File: config.mk
export PLATFORM = sky130hd
export DESIGN_NAME = pcbs_front
export DESIGN_NICKNAME = d
export VERILOG_FILES = /design/src/rtl/core/pcbs_pkg.sv /design/src/rtl/core/pcbs_front.sv
export SDC_FILE = /design/constraint.sdc
export NUM_CORES = 1
export LEC_CHECK = 0
export BUFFER_PORTS_ARGS = -buffer_cell sky130_fd_sc_hd__buf_2
export CAP_MARGIN = 20
export CORE_AREA = 3 3 115 117
export DETAILED_ROUTE_END_ITERATION = 7
export DIE_AREA = 0 0 118 120
export GPL_TIMING_DRIVEN = 0
export PLACE_DENSITY = 0.65
export SKIP_LAST_GASP = 1
export SLEW_MARGIN = 20
export SYNTH_ARGS = -nofsm -noshare
export SYNTH_HDL_FRONTEND = slang
export SYNTH_SLANG_ARGS = --single-unit
File: constraint.sdc
create_clock -name clock -period 3.63 [get_ports clock]
set_clock_uncertainty 0.15 [all_clocks]
set_input_delay 0.1815 -clock clock [delete_from_list [all_inputs] [get_ports clock]]
set_output_delay 0.1815 -clock clock [all_outputs]
set_load 0.05 [all_outputs]
File: src/rtl/core/pcbs_pkg.sv
// ----------------------------------------------------------------------------
// pcbs_pkg: shared types and constants for path cost best select
// Widths, CORDIC angle table and the front-to-back transaction type.
// ----------------------------------------------------------------------------
package pcbs_pkg;

   localparam int MAX_PATHS_DEF    = 1024;
   localparam int COORD_BITS_DEF   = 16;
   localparam int CORDIC_STEPS_DEF = 16;

   localparam int WEIGHT_W   = 17;
   localparam int IDX_W      = 10;
   localparam int LEN_OUT_W  = 27;
   localparam int LEN_SUM_W  = 36;
   localparam int ANG_W      = 23;
   localparam int SCORE_W    = 57;
   localparam int DIFF_W     = 24;   // |d| of up to 23-bit coordinates
   localparam int SQ_W       = 64;   // radicand (ax^2+ay^2) << 16
   localparam int ROOT_W     = 32;
   localparam int CORD_W     = 48;   // signed CORDIC datapath
   localparam int Z_W        = 20;

   localparam logic [ANG_W-1:0] HALF_PI_Q12 = ANG_W'(6434);

   // register index, taken from paddr[2]
   localparam logic [0:0] CSR_LENGTH_WEIGHT = 1'd0;
   localparam logic [0:0] CSR_ANGLE_WEIGHT  = 1'd1;

   // Q.16 arctangent table
   function automatic logic [Z_W-1:0] atan_q16(input logic [4:0] i);
      logic [Z_W-1:0] r;
      unique case (i)
         5'd0:  r = Z_W'(51472);
         5'd1:  r = Z_W'(30385);
         5'd2:  r = Z_W'(16055);
         5'd3:  r = Z_W'(8150);
         5'd4:  r = Z_W'(4091);
         5'd5:  r = Z_W'(2047);
         5'd6:  r = Z_W'(1024);
         5'd7:  r = Z_W'(512);
         5'd8:  r = Z_W'(256);
         5'd9:  r = Z_W'(128);
         5'd10: r = Z_W'(64);
         5'd11: r = Z_W'(32);
         5'd12: r = Z_W'(16);
         5'd13: r = Z_W'(8);
         5'd14: r = Z_W'(4);
         5'd15: r = Z_W'(2);
         5'd16: r = Z_W'(1);
         5'd17: r = Z_W'(1);
         default: r = '0;
      endcase
      return r;
   endfunction

   // transaction handed from front to back
   typedef struct packed {
      logic [DIFF_W-1:0] ax;
      logic [DIFF_W-1:0] ay;
      logic              do_len;     // second or later point
      logic              do_ang;     // third or later point
      logic              end_path;
      logic              end_set;
   } seg_type;

endpackage

File: src/rtl/core/pcbs_front.sv
// ----------------------------------------------------------------------------
// pcbs_front: point intake
// Keeps the previous point, forms |dx|, |dy| and classifies the point.
// ----------------------------------------------------------------------------
module pcbs_front
   import pcbs_pkg::*;
#(
   parameter int COORD_BITS = COORD_BITS_DEF
) (
   input  logic                  clock,
   input  logic                  reset,
   input  logic                  in_valid,
   output logic                  in_stall,
   input  logic [15:0]           in_x,
   input  logic [15:0]           in_y,
   input  logic                  in_last_path,
   input  logic                  in_last_set,
   output logic                  out_valid,
   input  logic                  out_stall,
   output seg_type               out_seg
);
   localparam int CW = (COORD_BITS > 23) ? 23 : ((COORD_BITS < 4) ? 4 : COORD_BITS);

   logic signed [DIFF_W-1:0] prev_x_ff, prev_x_in, prev_y_ff, prev_y_in;
   logic [1:0]               seen_ff, seen_in;
   logic                     vld_ff, vld_in;
   seg_type                  seg_ff, seg_in;
   logic [DIFF_W-1:0]        zx, zy;
   logic signed [DIFF_W-1:0] sx, sy, dx, dy;
   logic                     take;

   assign in_stall  = vld_ff && out_stall;
   assign take      = in_valid && !in_stall;
   assign out_valid = vld_ff;
   assign out_seg   = seg_ff;

   always_comb begin
      // field bits above 16 read as zero when the coordinate is wider
      zx = DIFF_W'(in_x);
      zy = DIFF_W'(in_y);
      sx = DIFF_W'(signed'(zx[CW-1:0]));
      sy = DIFF_W'(signed'(zy[CW-1:0]));
      dx = sx - prev_x_ff;
      dy = sy - prev_y_ff;
      seg_in = seg_ff;
      prev_x_in = prev_x_ff;
      prev_y_in = prev_y_ff;
      seen_in = seen_ff;
      vld_in = vld_ff && out_stall;
      if (take) begin
         seg_in.ax = dx[DIFF_W-1] ? -dx : dx;
         seg_in.ay = dy[DIFF_W-1] ? -dy : dy;
         seg_in.do_len = (seen_ff != 2'd0);
         seg_in.do_ang = (seen_ff == 2'd2);
         seg_in.end_path = in_last_path;
         seg_in.end_set = in_last_set;
         prev_x_in = sx;
         prev_y_in = sy;
         if (in_last_path) seen_in = 2'd0;
         else if (seen_ff != 2'd2) seen_in = seen_ff + 2'd1;
         vld_in = 1'b1;
      end
   end

   always_ff @(posedge clock) begin
      if (reset) begin
         prev_x_ff <= '0;
         prev_y_ff <= '0;
         seen_ff   <= '0;
         vld_ff    <= 1'b0;
      end else begin
         prev_x_ff <= prev_x_in;
         prev_y_ff <= prev_y_in;
         seen_ff   <= seen_in;
         vld_ff    <= vld_in;
      end
      seg_ff <= seg_in;
   end
endmodule

# Word level (Yosys, flattened, before mapping)
# Index checks and enable logic that the tools add are counted.
op_classes:
  add_sub_neg: 5
  n_eq_ne: 2
  mux: 5
  reduce_logical: 6
op_table:
  columns: ["op", "count"]
  rows:
  - ["$neg 17->24", 2]
  - ["$mux 23", 2]
  - ["$sub 16x16->17", 2]
  - ["$mux 2", 2]
  - ["$reduce_bool 2->1", 2]
  - ["$add 2x1->2 const B", 1]
  - ["$eq 2x2->1 const B", 1]
  - ["$logic_and 1x1->1", 2]
  - ["$ne 2x2->1 const B", 1]
  - ["$reduce_and 2->1", 1]
  - ["$logic_not 1->1", 1]
  - ["$mux 1", 1]
totals:
  register_bits: 87
  input_bits: 38
  out_inout_bits: 54
  wordCells: 30

# Depth between registers and ports, before layout
depth:
  ltp_word: 4
  depth_mapped: 12
  mapped_depth_nobuf: 11

# Worst setup path before layout
# OpenSTA, ideal clock, no wires.
synth_timing:
  kind: "flip-flop to flip-flop"
  startpoint: "register vld_ff, in the netlist out_valid"
  endpoint: "register seg_ff, in the netlist out_seg[0], enable pin"
  setup_ns: 0.437
  arrival_ns: 2.494
  required_ns: 3.043
  setup_slack_ns: 0.550
  stages_incl_launch_ff: 5
  path_buffers: 1
  period_less_slack_ns: 3.080
  path_cell_list: "dfxtp_1 nand2_1 nand2_1 clkinv_1 buf_1"
synth_via:
  elab_chain_len: 3
synth_lines:
  columns: ["element", "line", "rtl"]
  rows:
  - ["start: declaration", "pcbs_front.sv:26", "logic vld_ff, vld_in;"]
  - ["start signal: assignment", "pcbs_front.sv:75", "vld_ff <= vld_in;"]
  - ["$logic_and 1x1->1", "pcbs_front.sv:32", "assign in_stall = vld_ff && out_stall;"]
  - ["$logic_not 1->1", "pcbs_front.sv:33", "assign take = in_valid && !in_stall;"]
  - ["$logic_and 1x1->1", "pcbs_front.sv:33", null]
  - ["net take", "pcbs_front.sv:30", "logic take;"]
  - ["end signal: assignment", "pcbs_front.sv:77", "seg_ff <= seg_in;"]
  - ["end: declaration", "pcbs_front.sv:27", "seg_type seg_ff, seg_in;"]
# The timed path passes the listed nets, and every way through them passes these cells.
# A chain may end at the register's enable or synchronous reset.

# Worst setup path after layout
layout_timing:
  startpoint: "input in_x[0]"
  endpoint: "register seg_ff, in the netlist out_seg[42] (data pin)"
layout_via:
  elab_chain_len: 3
layout_lines:
  columns: ["element", "line", "rtl"]
  rows:
  - ["start: declaration", "pcbs_front.sv:14", "input logic [15:0] in_x,"]
  - ["$sub 16x16->17 *", "pcbs_front.sv:43", "dx = sx - prev_x_ff;"]
  - ["$neg 17->24", "pcbs_front.sv:51", "seg_in.ax = dx[DIFF_W-1] ? -dx : dx;"]
  - ["$mux 23 *", "pcbs_front.sv:51", null]
# Every way passes the cells marked *; elsewhere a longest branch is shown, timed or not.

==> flow_summary.ini <==
[worst_setup_path]
path_common_cell = a21oi_2
required_ns = 3.57
crit_family = compound AO/OA/AOI/OAI gates
setup.worst_path.class = in2reg
path_buf_inv = 3
max_stage_delay_ns = 0.52
worstPathMaxFanout = 5
worstPathArrival_ns = 3.36
end_kind = register
path_cells = dlygate4sd3_1 > buf_2 > inv_1 > ha_1 > fa_1 > nand2b_1 > a21oi_2 > o2111ai_2 > a21oi_2 > xnor2_1 > or3_4 > o31ai_2 > xor2_1
start_kind = input pin
worst_path_max_delay_cell = dlygate4sd3_1

[cts]
cts_setup_buffers = 0
cts_tree = built
cts_made_buffers = 9
path_clk_slew_ns = 0.06
cts_max_level = 3
cts-root-buf = clkbuf_16
clock_latency_ns = 0.35
cts_buffer_depth = 2
clkSinkCount = 87

[timing]
tightest_slew_ns = 0.6765
post-route-period-util_pct = 94.32
period_minus_slack_ns = 3.424
holdWs_ns = 0.02929
hold_viol = 0
max_freq_mhz = 292.1
slew_violations = 0
setup_viol = 0
setup_slack_ns = 0.2063
max_slew_margin_pct = 54.90

[route]
drc = 0
postRouteAntennaNets = 0
vias = 4730
wl_per_cell_um = 13.18
routed_wirelength_um = 12130
vias_per_cell = 5.141
drt-pass1-iter-count = 4
drtIter0Drc = 288

[synth]
synth-main-ff-cell = edfxtp_1
synth.distinct_cells = 76
synth_area_mm2 = 0.005489
ys.warnings.count = 0
yosysSeqAreaShare_pct = 41.21
avgSynthCellArea_um2 = 9.256
synth-edff-count = 52
syn-instance-count = 593
async_flop_share_pct = 0
synth_seq_cells = 87

[floorplan]
fp.dieH_um = 120
design.die.area_mm2 = 0.01416
start_util_pct = 44.03
die_w_um = 118
pin_count = 92
core_area_mm2 = 0.01247
num_rows = 41

[layout]
fin_nets = 819
final-seq-area_mm2 = 0.002262
multi_input_area_mm2 = 0.003000
final_util_pct = 55.46
drive_gt1_share_pct = 19.52
layout_common_cells = 97 x buf_2, 83 x nand2_1, 55 x a21oi_1
diodes = 0
final_common_cell = buf_2
syn_to_final_growth_pct = 25.94
fillers = 1120

[run_status]
status = completed

[pwr]
vdd_drop_max_mv = 0.2641
leakagePower_nw = 2.795
power_density_mw_per_mm2 = 493.6

[placement]
dp_hpwl_um = 8956
place_congestion = 0.8547
port_buffers = 90
pre_cts_ws_ns = 0.3238

[grt]
gr-usage-all-layers_pct = 17.60
grt-ovfl-total = 0
grt_pass1_wl_um = 20490
first_global_vias = 4473
antenna_found_initial = 0
grt_max_degree = 34

[worst_hold_path]
min_path_type = in2reg

[flow_run]
cap_violations = 0
## Yosys cell counts, types with 6 or more instances
master,n,area share (%)
a211oi_1,6,0.82
a21oi_1,56,5.1
a31oi_1,9,1.0
buf_2,6,0.55
clkbuf_1,11,0.75
dfxtp_1,35,13
edfxtp_1,52,28
ha_1,36,8.2
inv_1,51,3.5
nand2_1,83,5.7
nand3_1,12,1.1
nor2_1,41,2.8
nor2b_1,7,0.80
nor3_1,10,0.91
o21a_1,6,0.82
o21ai_0,22,2.0
or3_1,8,0.91
xnor2_1,31,4.9
xor2_1,13,2.1
## worst register-to-register path, delay by kind of cell, from the launching register on
family	cells	cell delay (ns)
AND/OR/NAND/NOR	2	0.65
flip-flops	1	0.32
XOR/XNOR	2	0.25
adder cells (fa/ha/maj)	2	0.61
AO/OA/AOI/OAI	4	1.00
## state kept, by name, indices dropped and copies added, names as in the netlist
name	flops
out_seg	52
out_valid	1
prev_x_ff	16
prev_y_ff	16
seen_ff	2
## where the power goes
group / total, mW / leakage, nW / internal [mW] / switching (mW)
registers: 1.22 / 0.793 / 1.19 / 0.0284
logic: 1.17 / 1.85 / 0.394 / 0.772
clock network: 1.03 / 0.157 / 0.610 / 0.417
total: 3.41 / 2.79 / 2.19 / 1.22
## metal layers
metal	vias to the layer above	GRT usage, %	part of all wire [%]
met5	-	0	0
met4	0	8.864	3.1
met3	26	3.582	4.4
met2	115	27.88	45
met1	2187	22.97	47
li1	2402	-	-
## final timing paths
check | slack [ns] | depth (start not counted) | from | to
worst max-delay path | 0.21 | 13 | in_x[0] | out_seg[42]
worst max register to register | 0.40 | 10 | prev_x_ff[0] | out_seg[42]
worst min-delay path | 0.03 | 5 | out_stall | out_valid
worst min register to register | 0.30 | 2 | prev_y_ff[7] | prev_y_ff[7]
## cells by family after synthesis
family | Yosys count | synth area share [%]
flip-flops | 87 | 41.21
adder cells (fa/ha/maj) | 38 | 8.935
multiplexers | 4 | 0.7295
XOR/XNOR | 44 | 7.021
other | 1 | 0.06832
AO/OA/AOI/OAI | 145 | 18.94
AND/OR/NAND/NOR | 202 | 17.89
buffers and inverters | 72 | 5.197
## repair_timing
item | in CTS | in global routing
endpoints found under the setup margin | 0 | 9
gates resized for setup | 0 | 2
hold buffers | 35 | 0
endpoints found under the hold margin | 35 | 0
## area by class of cell
class / instances / share of cell area (%)
clock inverters: 7 / 1.484
repair buffers: 126 / 11.87
multi-input cells: 447 / 43.40
well taps: 172 / 3.113
flip-flops and latches: 87 / 32.72
plain buffers: 19 / 1.267
inverters: 53 / 2.878
clock buffers: 9 / 3.258
## metrics by stage
step	total power, mW	setup TNS, ns	area (um2)	cells
after floorplan	2.139	0	5538	606
after detailed placement	2.372	0	6225	869
after global placement	2.347	-0.7936	6203	868
after CTS	3.435	0	6903	920
after global routing	3.584	-0.1663	6913	920
final	3.412	0	6913	920
Note: power is estimated with default switching activity, not from simulation.
