### config.mk
export PLATFORM = sky130hd
export DESIGN_NAME = pcbs_queue
export DESIGN_NICKNAME = d
export VERILOG_FILES = /design/src/rtl/core/pcbs_pkg.sv /design/src/rtl/core/pcbs_queue.sv
export SDC_FILE = /design/constraint.sdc
export NUM_CORES = 1
export LEC_CHECK = 0
export BUFFER_PORTS_ARGS = -buffer_cell sky130_fd_sc_hd__buf_2
export CORE_MARGIN = 2
export CORE_UTILIZATION = 31
export DETAILED_ROUTE_END_ITERATION = 16
export SLEW_MARGIN = 20
export SYNTH_ARGS = -nofsm -noshare
export SYNTH_HDL_FRONTEND = slang
export SYNTH_SLANG_ARGS = --single-unit
### constraint.sdc
create_clock -name clock -period 3.15 [get_ports clock]
set_input_delay 0.315 -clock clock [delete_from_list [all_inputs] [get_ports clock]]
set_output_delay 0.315 -clock clock [all_outputs]
set_load 0.01 [all_outputs]
### src/rtl/core/pcbs_pkg.sv
// ----------------------------------------------------------------------------
// pcbs_pkg: shared types and constants for path cost best select
// Widths, CORDIC angle table and the front-to-back transaction type.
// ----------------------------------------------------------------------------
package pcbs_pkg;

   localparam int MAX_PATHS_DEF    = 1024;
   localparam int COORD_BITS_DEF   = 16;
   localparam int CORDIC_STEPS_DEF = 16;

   localparam int WEIGHT_W   = 17;
   localparam int IDX_W      = 10;
   localparam int LEN_OUT_W  = 27;
   localparam int LEN_SUM_W  = 36;
   localparam int ANG_W      = 23;
   localparam int SCORE_W    = 57;
   localparam int DIFF_W     = 24;   // |d| of up to 23-bit coordinates
   localparam int SQ_W       = 64;   // radicand (ax^2+ay^2) << 16
   localparam int ROOT_W     = 32;
   localparam int CORD_W     = 48;   // signed CORDIC datapath
   localparam int Z_W        = 20;

   localparam logic [ANG_W-1:0] HALF_PI_Q12 = ANG_W'(6434);

   // register index, taken from paddr[2]
   localparam logic [0:0] CSR_LENGTH_WEIGHT = 1'd0;
   localparam logic [0:0] CSR_ANGLE_WEIGHT  = 1'd1;

   // Q.16 arctangent table
   function automatic logic [Z_W-1:0] atan_q16(input logic [4:0] i);
      logic [Z_W-1:0] r;
      unique case (i)
         5'd0:  r = Z_W'(51472);
         5'd1:  r = Z_W'(30385);
         5'd2:  r = Z_W'(16055);
         5'd3:  r = Z_W'(8150);
         5'd4:  r = Z_W'(4091);
         5'd5:  r = Z_W'(2047);
         5'd6:  r = Z_W'(1024);
         5'd7:  r = Z_W'(512);
         5'd8:  r = Z_W'(256);
         5'd9:  r = Z_W'(128);
         5'd10: r = Z_W'(64);
         5'd11: r = Z_W'(32);
         5'd12: r = Z_W'(16);
         5'd13: r = Z_W'(8);
         5'd14: r = Z_W'(4);
         5'd15: r = Z_W'(2);
         5'd16: r = Z_W'(1);
         5'd17: r = Z_W'(1);
         default: r = '0;
      endcase
      return r;
   endfunction

   // transaction handed from front to back
   typedef struct packed {
      logic [DIFF_W-1:0] ax;
      logic [DIFF_W-1:0] ay;
      logic              do_len;     // second or later point
      logic              do_ang;     // third or later point
      logic              end_path;
      logic              end_set;
   } seg_type;

endpackage

### src/rtl/core/pcbs_queue.sv
// ----------------------------------------------------------------------------
// pcbs_queue: two-entry queue between front and back
// Lets either side stall independently.
// ----------------------------------------------------------------------------
module pcbs_queue
   import pcbs_pkg::*;
(
   input  logic    clock,
   input  logic    reset,
   input  logic    in_valid,
   output logic    in_stall,
   input  seg_type in_seg,
   output logic    out_valid,
   input  logic    out_stall,
   output seg_type out_seg
);
   seg_type    mem_ff [2];
   logic       wp_ff, wp_in, rp_ff, rp_in;
   logic [1:0] cnt_ff, cnt_in;
   logic       push, pop;

   assign in_stall  = (cnt_ff == 2'd2);
   assign out_valid = (cnt_ff != 2'd0);
   assign out_seg   = mem_ff[rp_ff];
   assign push = in_valid && !in_stall;
   assign pop  = out_valid && !out_stall;

   always_comb begin
      wp_in  = push ? !wp_ff : wp_ff;
      rp_in  = pop ? !rp_ff : rp_ff;
      cnt_in = cnt_ff + {1'b0, push} - {1'b0, pop};
   end

   always_ff @(posedge clock) begin
      if (reset) begin
         wp_ff  <= 1'b0;
         rp_ff  <= 1'b0;
         cnt_ff <= '0;
      end else begin
         wp_ff  <= wp_in;
         rp_ff  <= rp_in;
         cnt_ff <= cnt_in;
      end
      if (push) mem_ff[wp_ff] <= in_seg;
   end
endmodule

; ---- After elaboration in Yosys (flattened, before gate mapping)
; Memory sizes are Yosys's and may differ from the RTL's. A register that Yosys moved wholly into a read port is not among the register bits.
; Index checks and enable logic that the tools add are counted.
[totals]
reg_bits = 4
ram_bits = 104
n_memories = 1
[memory_table]
columns = memory, depth, word_bits, rd, rd_clocked_by_memory_dff, wr, line_no
row1 = mem_ff, 2, 52, 1, 1, 1, pcbs_queue.sv:17  ; seg_type mem_ff [2];
[classes]
n_addsub = 2
eq_ne = 1
mux = 4
n_reduce_logical = 7
[op_table]
columns = cell, count
row1 = 1-bit zero test, 4
row2 = 1-bit 2-to-1 mux, 4
row3 = 2-bit by 1-bit adder with 2-bit output, 1
row4 = "2-bit equality test, second input constant", 1
row5 = 1-bit logical AND, 2
row6 = 2-bit nonzero test, 1
row7 = 2-bit by 1-bit subtractor with 2-bit output, 1

; ---- Depth between registers and ports, before layout
; Gate-level depths: netlist of the first run.
[depth]
ltp_word = 5
mapped_depth = 8

; ---- Least setup slack after synthesis of the first run
; No wires, ideal clock.
[synth_path]
path_kind = reg2reg
from = register cnt_ff[0]
to = memory mem_ff[0][0] in the netlist's numbering (enable)
setup_time_ns = 0.406
t_arrival_ns = 1.862
required_ns = 2.744
slack_ns = 0.882
path_stages_with_launch = 5
synth_period_minus_slack_ns = 2.268
cell_sequence = dfxtp_1 > nand2b_2 > inv_2 > or3_1 > inv_1
[synth_via]
elab_chain_len = 5
[synth_lines]
columns = item, line_no
row1 = from (decl), pcbs_queue.sv:19  ; logic [1:0] cnt_ff, cnt_in;
row2 = from (signal assigned), pcbs_queue.sv:42  ; cnt_ff <= cnt_in;
row3 = 2-bit equality test, pcbs_queue.sv:22  ; assign in_stall = (cnt_ff == 2'd2);
row4 = net in_stall, pcbs_queue.sv:11  ; output logic in_stall,
row5 = 1-bit zero test, pcbs_queue.sv:25  ; assign push = in_valid && !in_stall;
row6 = 1-bit logical AND, pcbs_queue.sv:25
row7 = 1-bit 2-to-1 mux, pcbs_queue.sv:44  ; if (push) mem_ff[wp_ff] <= in_seg;
row8 = 1-bit 2-to-1 mux (implied by the code), pcbs_queue.sv:44
row9 = to (decl), pcbs_queue.sv:17
; The timed path passes the listed nets, and every way through them passes these cells.

==> run metrics, run 1 <==
switching power total=0.000963 W; Post-Syn Instances=190; DR iter-0 viols=72; top cells by area, synth=edfxtp_1 78%, mux2_2 15%, dfxtp_1 2.5%; LEAKAGE=1.90 nW; r2r startpoint=cnt_ff[0]$_SDFF_PP0_; syn_area_per_cell=21.1 um2; fill count=1212; post-synthesis sequential area ratio=80.5%; global-route wire length before repair=10800 um; via count=2039; first-pass iteration count of the detailed router=4; postcts setup bufs=0; Clk pwr share=29.7%; Die Ht=118 um; Routability Congestion=0.680; period utilization=74.2%; type of the worst setup path=flop to output pin; Combinational Power Share=21.3%; Unique masters post-synth=18; DRC=0; Layout area overhead=26.6%; cell taking the most area after synthesis=edfxtp_1; sequential fraction of design power=49.0%; Detail Route Antenna Nets=0; hold_buf cts=0; CORE AREA=0.0126 mm2; Critical Path RT=2830 ps; Worst setup EP type=output pin; synthesized area=0.00401 mm2; Die Footprint=0.0138 mm2; Switching Fraction=24.8%; Reg2Reg Capture Point=mem_ff[0][41]$_DFFE_PP_; Hold Fails Final Rpt=0; worst hold endpoint=mem_ff[0][46]$_DFFE_PP_; CTS max path bufs=2; Vias/cell=4.20; I/O pin total=110; Core Rows=41; FF-to-FF setup slack=1230 ps; chip width=118 um; internal power=0.00292 W; post-route cell area=0.00507 mm2; Nets=366; Fin Hold WS=160 ps; Slew Viols, Final=0; detailed placement HPWL=4540 um; fmax=428 MHz; max-cap violations=0; Post-Route WL=6900 um; CTS tree=yes; GR Overflow Total=0; pin slew with the least headroom to its limit=764 ps; hold depth=1; share of cells above drive strength 1=58.5%; critical-path maximum fanout=30; status=complete, no violations; # setup viols final=0; Synthesis Warnings=0; RSZ-0062 raised after global routing=no; Clk Latency, worst-skew pair=340 ps; footprint of the multi-input gates=703 um2; r2r worst-path depth=5; minimum clock period=2340 ps; CTS buffer count=9; HP Start=in_seg[46]; Net Count, Synth=248; DP Area=0.00476 mm2; root buf cell=clkbuf_16; Startpoint Class=flop; slew margin rel.=49.0%; type of the tightest min-delay check=input pin to flop; # diodes=0; initial antenna violation count=0; clock slew at reported path FFs=70 ps; largest net degree at the start of global routing=36; H-tree lvl count=3; PwrDens=766 mW/mm2; Critical Path AT=2020 ps; Worst VDD drop=0.260 mV; Pwr Total=0.00388 W; vias in the first global route=2163; post-cts gate resize count=0; CTS Sinks=109; Avg WL per Cell=14.2 um; GRT Resource Usage Total=10.3%; Register Area=0.00322 mm2; Initial Util=31.7%; Worst Skew=3.11 ps; Buffers on Ports=109; flop and latch count out of synthesis=109; top cell type's share of synthesized area=78.0%; Setup TNS=0 ps
## through the flow
step / cells / util (%) / setup slack (ps)
floorplan: 190 / - / 882
global placement: 469 / 37.7 / 1140
detailed placement: 469 / 37.7 / 1140
CTS: 485 / 40.2 / 746
global route: 485 / 40.2 / 655
finish: 485 / 40.2 / 812
## cell type report
| type | instances | share of cell area [%] |
|---|---|---|
| clock buffer | 10 | 4.52 |
| inverter | 5 | 0.370 |
| clock inverter | 6 | 1.53 |
| multi-input combinational | 70 | 13.9 |
| sequential | 109 | 63.6 |
| timing repair buffer | 113 | 11.8 |
| tap | 172 | 4.25 |
## cell families after synthesis
kind of cell	count (synthesis)	synth area share [%]
flops	109	80.5
mux	52	14.6
buf+inv	11	2.00
simple gates	9	1.22
compound gates	5	0.625
xor+xnor	2	0.437
fa+ha+maj	2	0.625
## routing by layer
metal | routed length, um | GRT usage (%) | up-vias
met4 | 129 | 5.20 | 0
met1 | 2870 | 11.8 | 997
li1 | - | - | 972
met3 | 458 | 4.12 | 11
met5 | 0 | 0 | -
met2 | 3440 | 16.9 | 59
## worst max path at each step
| stage | to | slack, ps |
|---|---|---|
| 2_1_floorplan | mem_ff[0][0]$_DFFE_PP_ | 880 |
| 3_3_place_gp | out_seg[0] | 1140 |
| 3_5_place_dp | out_seg[0] | 1140 |
| 4_1_cts | out_seg[21] | 750 |
| 5_1_grt | out_seg[9] | 650 |
| 6_report | out_seg[21] | 810 |
## worst max-delay path, stage by stage (launching register included)
cell and delay, ps:
dfxtp_2 830, buf_4 340, mux2_2 360, buf_2 140
## power by group through the flow
stage	Combinational (W)	Clock [W]	Sequential, W
after detailed placement	0.000846	0	0.00194
final	0.000827	0.00115	0.00190
after global routing	0.000906	0.00125	0.00193
after CTS	0.000851	0.00120	0.00191
after floorplan	0.000576	0	0.00188
after global placement	0.000838	0	0.00193
## cells in the mapped netlist
cell type,number
a21oi_1,3
nand2b_2,1
nor2_1,3
xor2_1,1
xnor2_1,1
buf_2,1
and3_1,1
inv_1,4
mux2_2,52
buf_6,5
nor2b_1,1
or3_1,2
ha_1,2
dfxtp_1,5
o21ai_0,2
inv_2,1
edfxtp_1,104
nand2_1,1
## sequential cells by signal (all words and copies together), names as in the netlist, named ones only
signal and cells:
mem_ff 104, cnt_ff 2, wp_ff 1, rp_ff 1
## cell usage in the layout, fill, tap and decap left out
cell type    n
a21oi_1      3
and3_2       1
buf_12       2
buf_2      109
buf_4        2
bufinv_16    2
clkbuf_1     1
clkbuf_16    9
clkinv_1     2
clkinv_2     2
dfxtp_1      4
dfxtp_2      1
edfxtp_1   104
ha_1         2
inv_1        3
inv_2        2
mux2_2      52
nand2_1      1
nand2b_2     1
nor2_1       3
nor2b_1      1
o21ai_0      2
or3_1        2
xnor2_1      1
xor2_1       1
Note: power is estimated with default switching activity, not from simulation.
==> run 2: changes to the inputs <==
==> constraint.sdc (replaced) <==
create_clock -name clock -period 2.4 [get_ports clock]
set_input_delay 0.24 -clock clock [delete_from_list [all_inputs] [get_ports clock]]
set_output_delay 0.24 -clock clock [all_outputs]
set_load 0.01 [all_outputs]
==> run metrics, run 2 (same netlist as run 1, synthesis figures left out) <==
Clk pwr share=30.3%; Worst VDD drop=0.367 mV; RSZ-0062 raised after global routing=no; GR Overflow Total=0; type of the tightest min-delay check=input pin to flop; first-pass iteration count of the detailed router=4; Startpoint Class=flop; type of the worst setup path=flop to output pin; Die Footprint=0.0138 mm2; CTS tree=yes; largest net degree at the start of global routing=49; Critical Path RT=2160 ps; footprint of the multi-input gates=703 um2; Reg with most FFs=mem_ff; Register Area=0.00322 mm2; DRC=0; CTS buffer count=9; Post-Route WL=6980 um; Critical Path AT=1610 ps; Routability Congestion=0.659; Hold Fails Final Rpt=0; critical-path maximum fanout=48; Setup TNS=0 ps; chip width=118 um; r2r worst-path depth=5; Die Ht=118 um; vias in the first global route=2241; minimum clock period=1850 ps; Fin Hold WS=81.5 ps; clock slew at reported path FFs=70 ps; Detail Route Antenna Nets=0; initial antenna violation count=0; CORE AREA=0.0126 mm2; global-route wire length before repair=11000 um; most frequent cells in the layout=109 x buf_2, 104 x edfxtp_1, 52 x mux2_2, 9 x clkbuf_16; Layout area overhead=26.7%; biggest regs=mem_ff x104, cnt_ff x2; pin slew with the least headroom to its limit=428 ps; r2r startpoint=cnt_ff[0]$_SDFF_PP0_; I/O pin total=110; Combinational Power Share=22.1%; Vias/cell=4.22; # setup viols final=0; hold_buf cts=0; share of cells above drive strength 1=58.9%; worst hold endpoint=mem_ff[1][44]$_DFFE_PP_; detailed placement HPWL=4530 um; Slew Viols, Final=0; Avg WL per Cell=14.4 um; H-tree lvl count=3; post-cts gate resize count=0; Switching Fraction=24.9%; Buffers on Ports=109; slew margin rel.=71.5%; period utilization=76.9%; root buf cell=clkbuf_16; Clk Latency, worst-skew pair=340 ps; Core Rows=41; fmax=542 MHz; max-cap violations=0; fill count=1189; LEAKAGE=1.90 nW; HP Start=in_seg[44]; Reg2Reg Capture Point=mem_ff[0][38]$_DFFE_PP_; # diodes=0; CTS max path bufs=2; FF-to-FF setup slack=710 ps; Largest register FFs=104; postcts setup bufs=0; switching power total=0.00128 W; Initial Util=31.7%; DR iter-0 viols=115; internal power=0.00387 W; Worst setup EP type=output pin; via count=2050; Core Util, Final=40.2%; sequential fraction of design power=47.6%; Nets=367; commonest non-fill, non-tap cell in the layout=buf_2; CTS Sinks=109; hold depth=1; status=complete, no violations; GRT Resource Usage Total=10.6%; PwrDens=1010 mW/mm2; Worst Skew=8.90 ps
-- run 2: cell types whose count changed in the layout (fill, tap and decap cells not counted) --
cell	before	now
buf_12	2	1
clkinv_1	2	0
clkbuf_1	1	2
clkinv_2	2	1
clkinvlp_4	0	1
clkbuf_8	0	1
buf_4	2	4
-- run 2: worst max-delay path by stage --
stage	start	end	cells after the start
detailed placement	cnt_ff[0]$_SDFF_PP0_	mem_ff[0][38]$_DFFE_PP_	5
floorplan	cnt_ff[0]$_SDFF_PP0_	mem_ff[0][0]$_DFFE_PP_	4
CTS	flop	out_seg[26]	3
global route	flop	out_seg[47]	3
global placement	cnt_ff[0]$_SDFF_PP0_	mem_ff[0][38]$_DFFE_PP_	5
finish	flop	out_seg[44]	3
-- run 2: critical path: stages (launching register included) --
cell     delay, ps
dfxtp_2        420
buf_12         300
mux2_2         380
buf_2          140
-- run 2: metrics by stage --
stage / setup WS (ps) / power [W] / std cells / instance area (um2)
after floorplan: 132 / 0.00323 / 190 / 4010
final: 554 / 0.00515 / 486 / 5080
after CTS: 517 / 0.00524 / 486 / 5080
after global placement: 722 / 0.00365 / 470 / 4760
after global routing: 454 / 0.00541 / 486 / 5080
after detailed placement: 691 / 0.00366 / 470 / 4760
-- run 2: area by class of cell --
type | count | share of cell area, %
Sequential cell | 109 | 63.5
Multi-Input combinational cell | 70 | 13.9
Timing Repair Buffer | 114 | 11.7
Clock buffer | 12 | 4.86
Tap cell | 172 | 4.24
Clock inverter | 4 | 1.43
Inverter | 5 | 0.370
-- run 2: layer usage --
layer	GRT usage (%)	part of all wire (%)	vias to the layer above
met4	4.74	1.9	0
met1	12.2	42	1012
met3	4.07	5.7	9
met5	0	0	-
met2	17.4	50	59
li1	-	-	970
-- run 2: power groups by stage --
| stage | clock network, W | logic, W | registers, W |
|---|---|---|---|
| floorplan | 0 | 0.000757 | 0.00247 |
| global placement | 0 | 0.00116 | 0.00248 |
| detailed placement | 0 | 0.00116 | 0.00250 |
| CTS | 0.00161 | 0.00117 | 0.00246 |
| global route | 0.00168 | 0.00125 | 0.00248 |
| finish | 0.00156 | 0.00114 | 0.00245 |
==> run 3: changes to the inputs <==
==> constraint.sdc (replaced) <==
create_clock -name clock -period 1.75 [get_ports clock]
set_input_delay 0.175 -clock clock [delete_from_list [all_inputs] [get_ports clock]]
set_output_delay 0.175 -clock clock [all_outputs]
set_load 0.01 [all_outputs]
==> run metrics, run 3 (same netlist as run 1, synthesis figures left out) <==
vias in the first global route=2231; I/O pin total=110; dpl ws=93.0 ps; via count=2102; largest net degree at the start of global routing=33; Routability Congestion=0.691; max-cap violations=0; Detail Route Antenna Nets=0; Core Rows=41; hold depth=1; Hold Fails Final Rpt=0; slew margin rel.=83.0%; Nets=371; slowest CP cell=mux2_2; CORE AREA=0.0126 mm2; status=complete, no violations; fill count=1191; Slew Viols, Final=0; RSZ-0062 raised after global routing=no; Largest register FFs=104; Critical Path AT=1450 ps; period utilization=92.9%; PwrDens=1350 mW/mm2; type of the tightest min-delay check=input pin to flop; Worst VDD drop=0.565 mV; DP Area=0.00483 mm2; H-tree lvl count=3; LEAKAGE=1.91 nW; Reg with most FFs=mem_ff; GRT Resource Usage Total=10.6%; CTS buffer count=9; Avg WL per Cell=14.6 um; minimum clock period=1630 ps; chip width=118 um; Critical Path RT=1570 ps; r2r worst-path depth=8; Worst Skew=6.32 ps; slowest stage delay, CP=370 ps; CTS tree=yes; detailed placement HPWL=4660 um; critical-path maximum fanout=32; initial antenna violation count=0; Die Footprint=0.0138 mm2; # diodes=0; Register Area=0.00323 mm2; fmax=615 MHz; Vias/cell=4.29; global-route wire length before repair=11300 um; DRC=0; critical path cell sequence=buf_12 > mux2_2 > buf_2; most frequent cells in the layout=109 x buf_2, 104 x edfxtp_1, 52 x mux2_2, 9 x clkbuf_16, 5 x buf_12; type of the worst setup path=flop to output pin; post-route cell area=0.00516 mm2; Buffers on Ports=109; biggest regs=mem_ff x104, cnt_ff x2; Clk Latency, worst-skew pair=340 ps; Startpoint Class=flop; CTS Sinks=109; footprint of the multi-input gates=723 um2; commonest non-fill, non-tap cell in the layout=buf_2; Die Ht=118 um; pin slew with the least headroom to its limit=254 ps; share of cells above drive strength 1=59.1%; clock slew at reported path FFs=70 ps; GR Overflow Total=0; Layout area overhead=28.8%; Post-Route WL=7170 um; DR iter-0 viols=107; Setup TNS=0 ps; final setup margin=124 ps; Worst setup EP type=output pin; first-pass iteration count of the detailed router=4; # setup viols final=0; postcts setup bufs=0; root buf cell=clkbuf_16; Initial Util=31.7%; CTS max path bufs=2
-- run 3: per-layer routing --
| layer | track usage, % | up-vias | share of wire (%) |
|---|---|---|---|
| li1 | - | 981 | - |
| met5 | 0 | - | 0 |
| met4 | 4.07 | 0 | 1.3 |
| met3 | 3.78 | 9 | 5.1 |
| met2 | 17.3 | 61 | 49 |
| met1 | 13.0 | 1051 | 44 |
-- run 3: critical path: cells and delay by family, from the launching register on --
family,cells,cell delay (ps)
muxes,1,370
buffers and inverters,2,340
DFF,1,360
-- run 3: path summary, 6_finish.rpt --
check	startpoint	endpoint	slack (ps)
worst min-delay path	in_seg[12]	mem_ff[1][12]$_DFFE_PP_	20
worst min register to register	wp_ff$_SDFFE_PP0N_	wp_ff$_SDFFE_PP0N_	500
worst max register to register	cnt_ff[1]$_SDFF_PP0_	cnt_ff[1]$_SDFF_PP0_	130
worst max-delay path	flop	out_seg[23]	120
-- run 3: power by group --
part | total (W) | internal (W) | switching [W]
sequential | 0.00336 | 0.00327 | 0.0000945
clock | 0.00195 | 0.00109 | 0.000855
combinational | 0.00167 | 0.000824 | 0.000847
-- run 3: area by class of cell --
class                   count  share of cell area [%]
inverters                   5                   0.485
clock inverters             6                    1.04
multi-input cells          70                    14.0
clock buffers              10                    4.44
well taps                 172                    4.17
flip-flops and latches    109                    62.5
repair buffers            118                    13.3
-- run 3: stage by stage --
| stage | std cells | total power [W] | utilization, % | hold slack [ps] |
|---|---|---|---|---|
| after detailed placement | 471 | 0.00511 | 38.3 | 368 |
| after floorplan | 190 | 0.00444 | - | 239 |
| after global placement | 471 | 0.00508 | 38.3 | 362 |
| final | 490 | 0.00698 | 40.9 | 19.6 |
| after CTS | 487 | 0.00707 | 40.5 | 1.81 |
| after global routing | 490 | 0.00735 | 40.9 | 2.86 |
-- run 3: timing repair --
action                                  4_1_cts  5_1_grt
hold buffers                                  0        3
endpoints found under the setup margin        0       17
endpoints found under the hold margin         0        6
resized for setup                             0        3
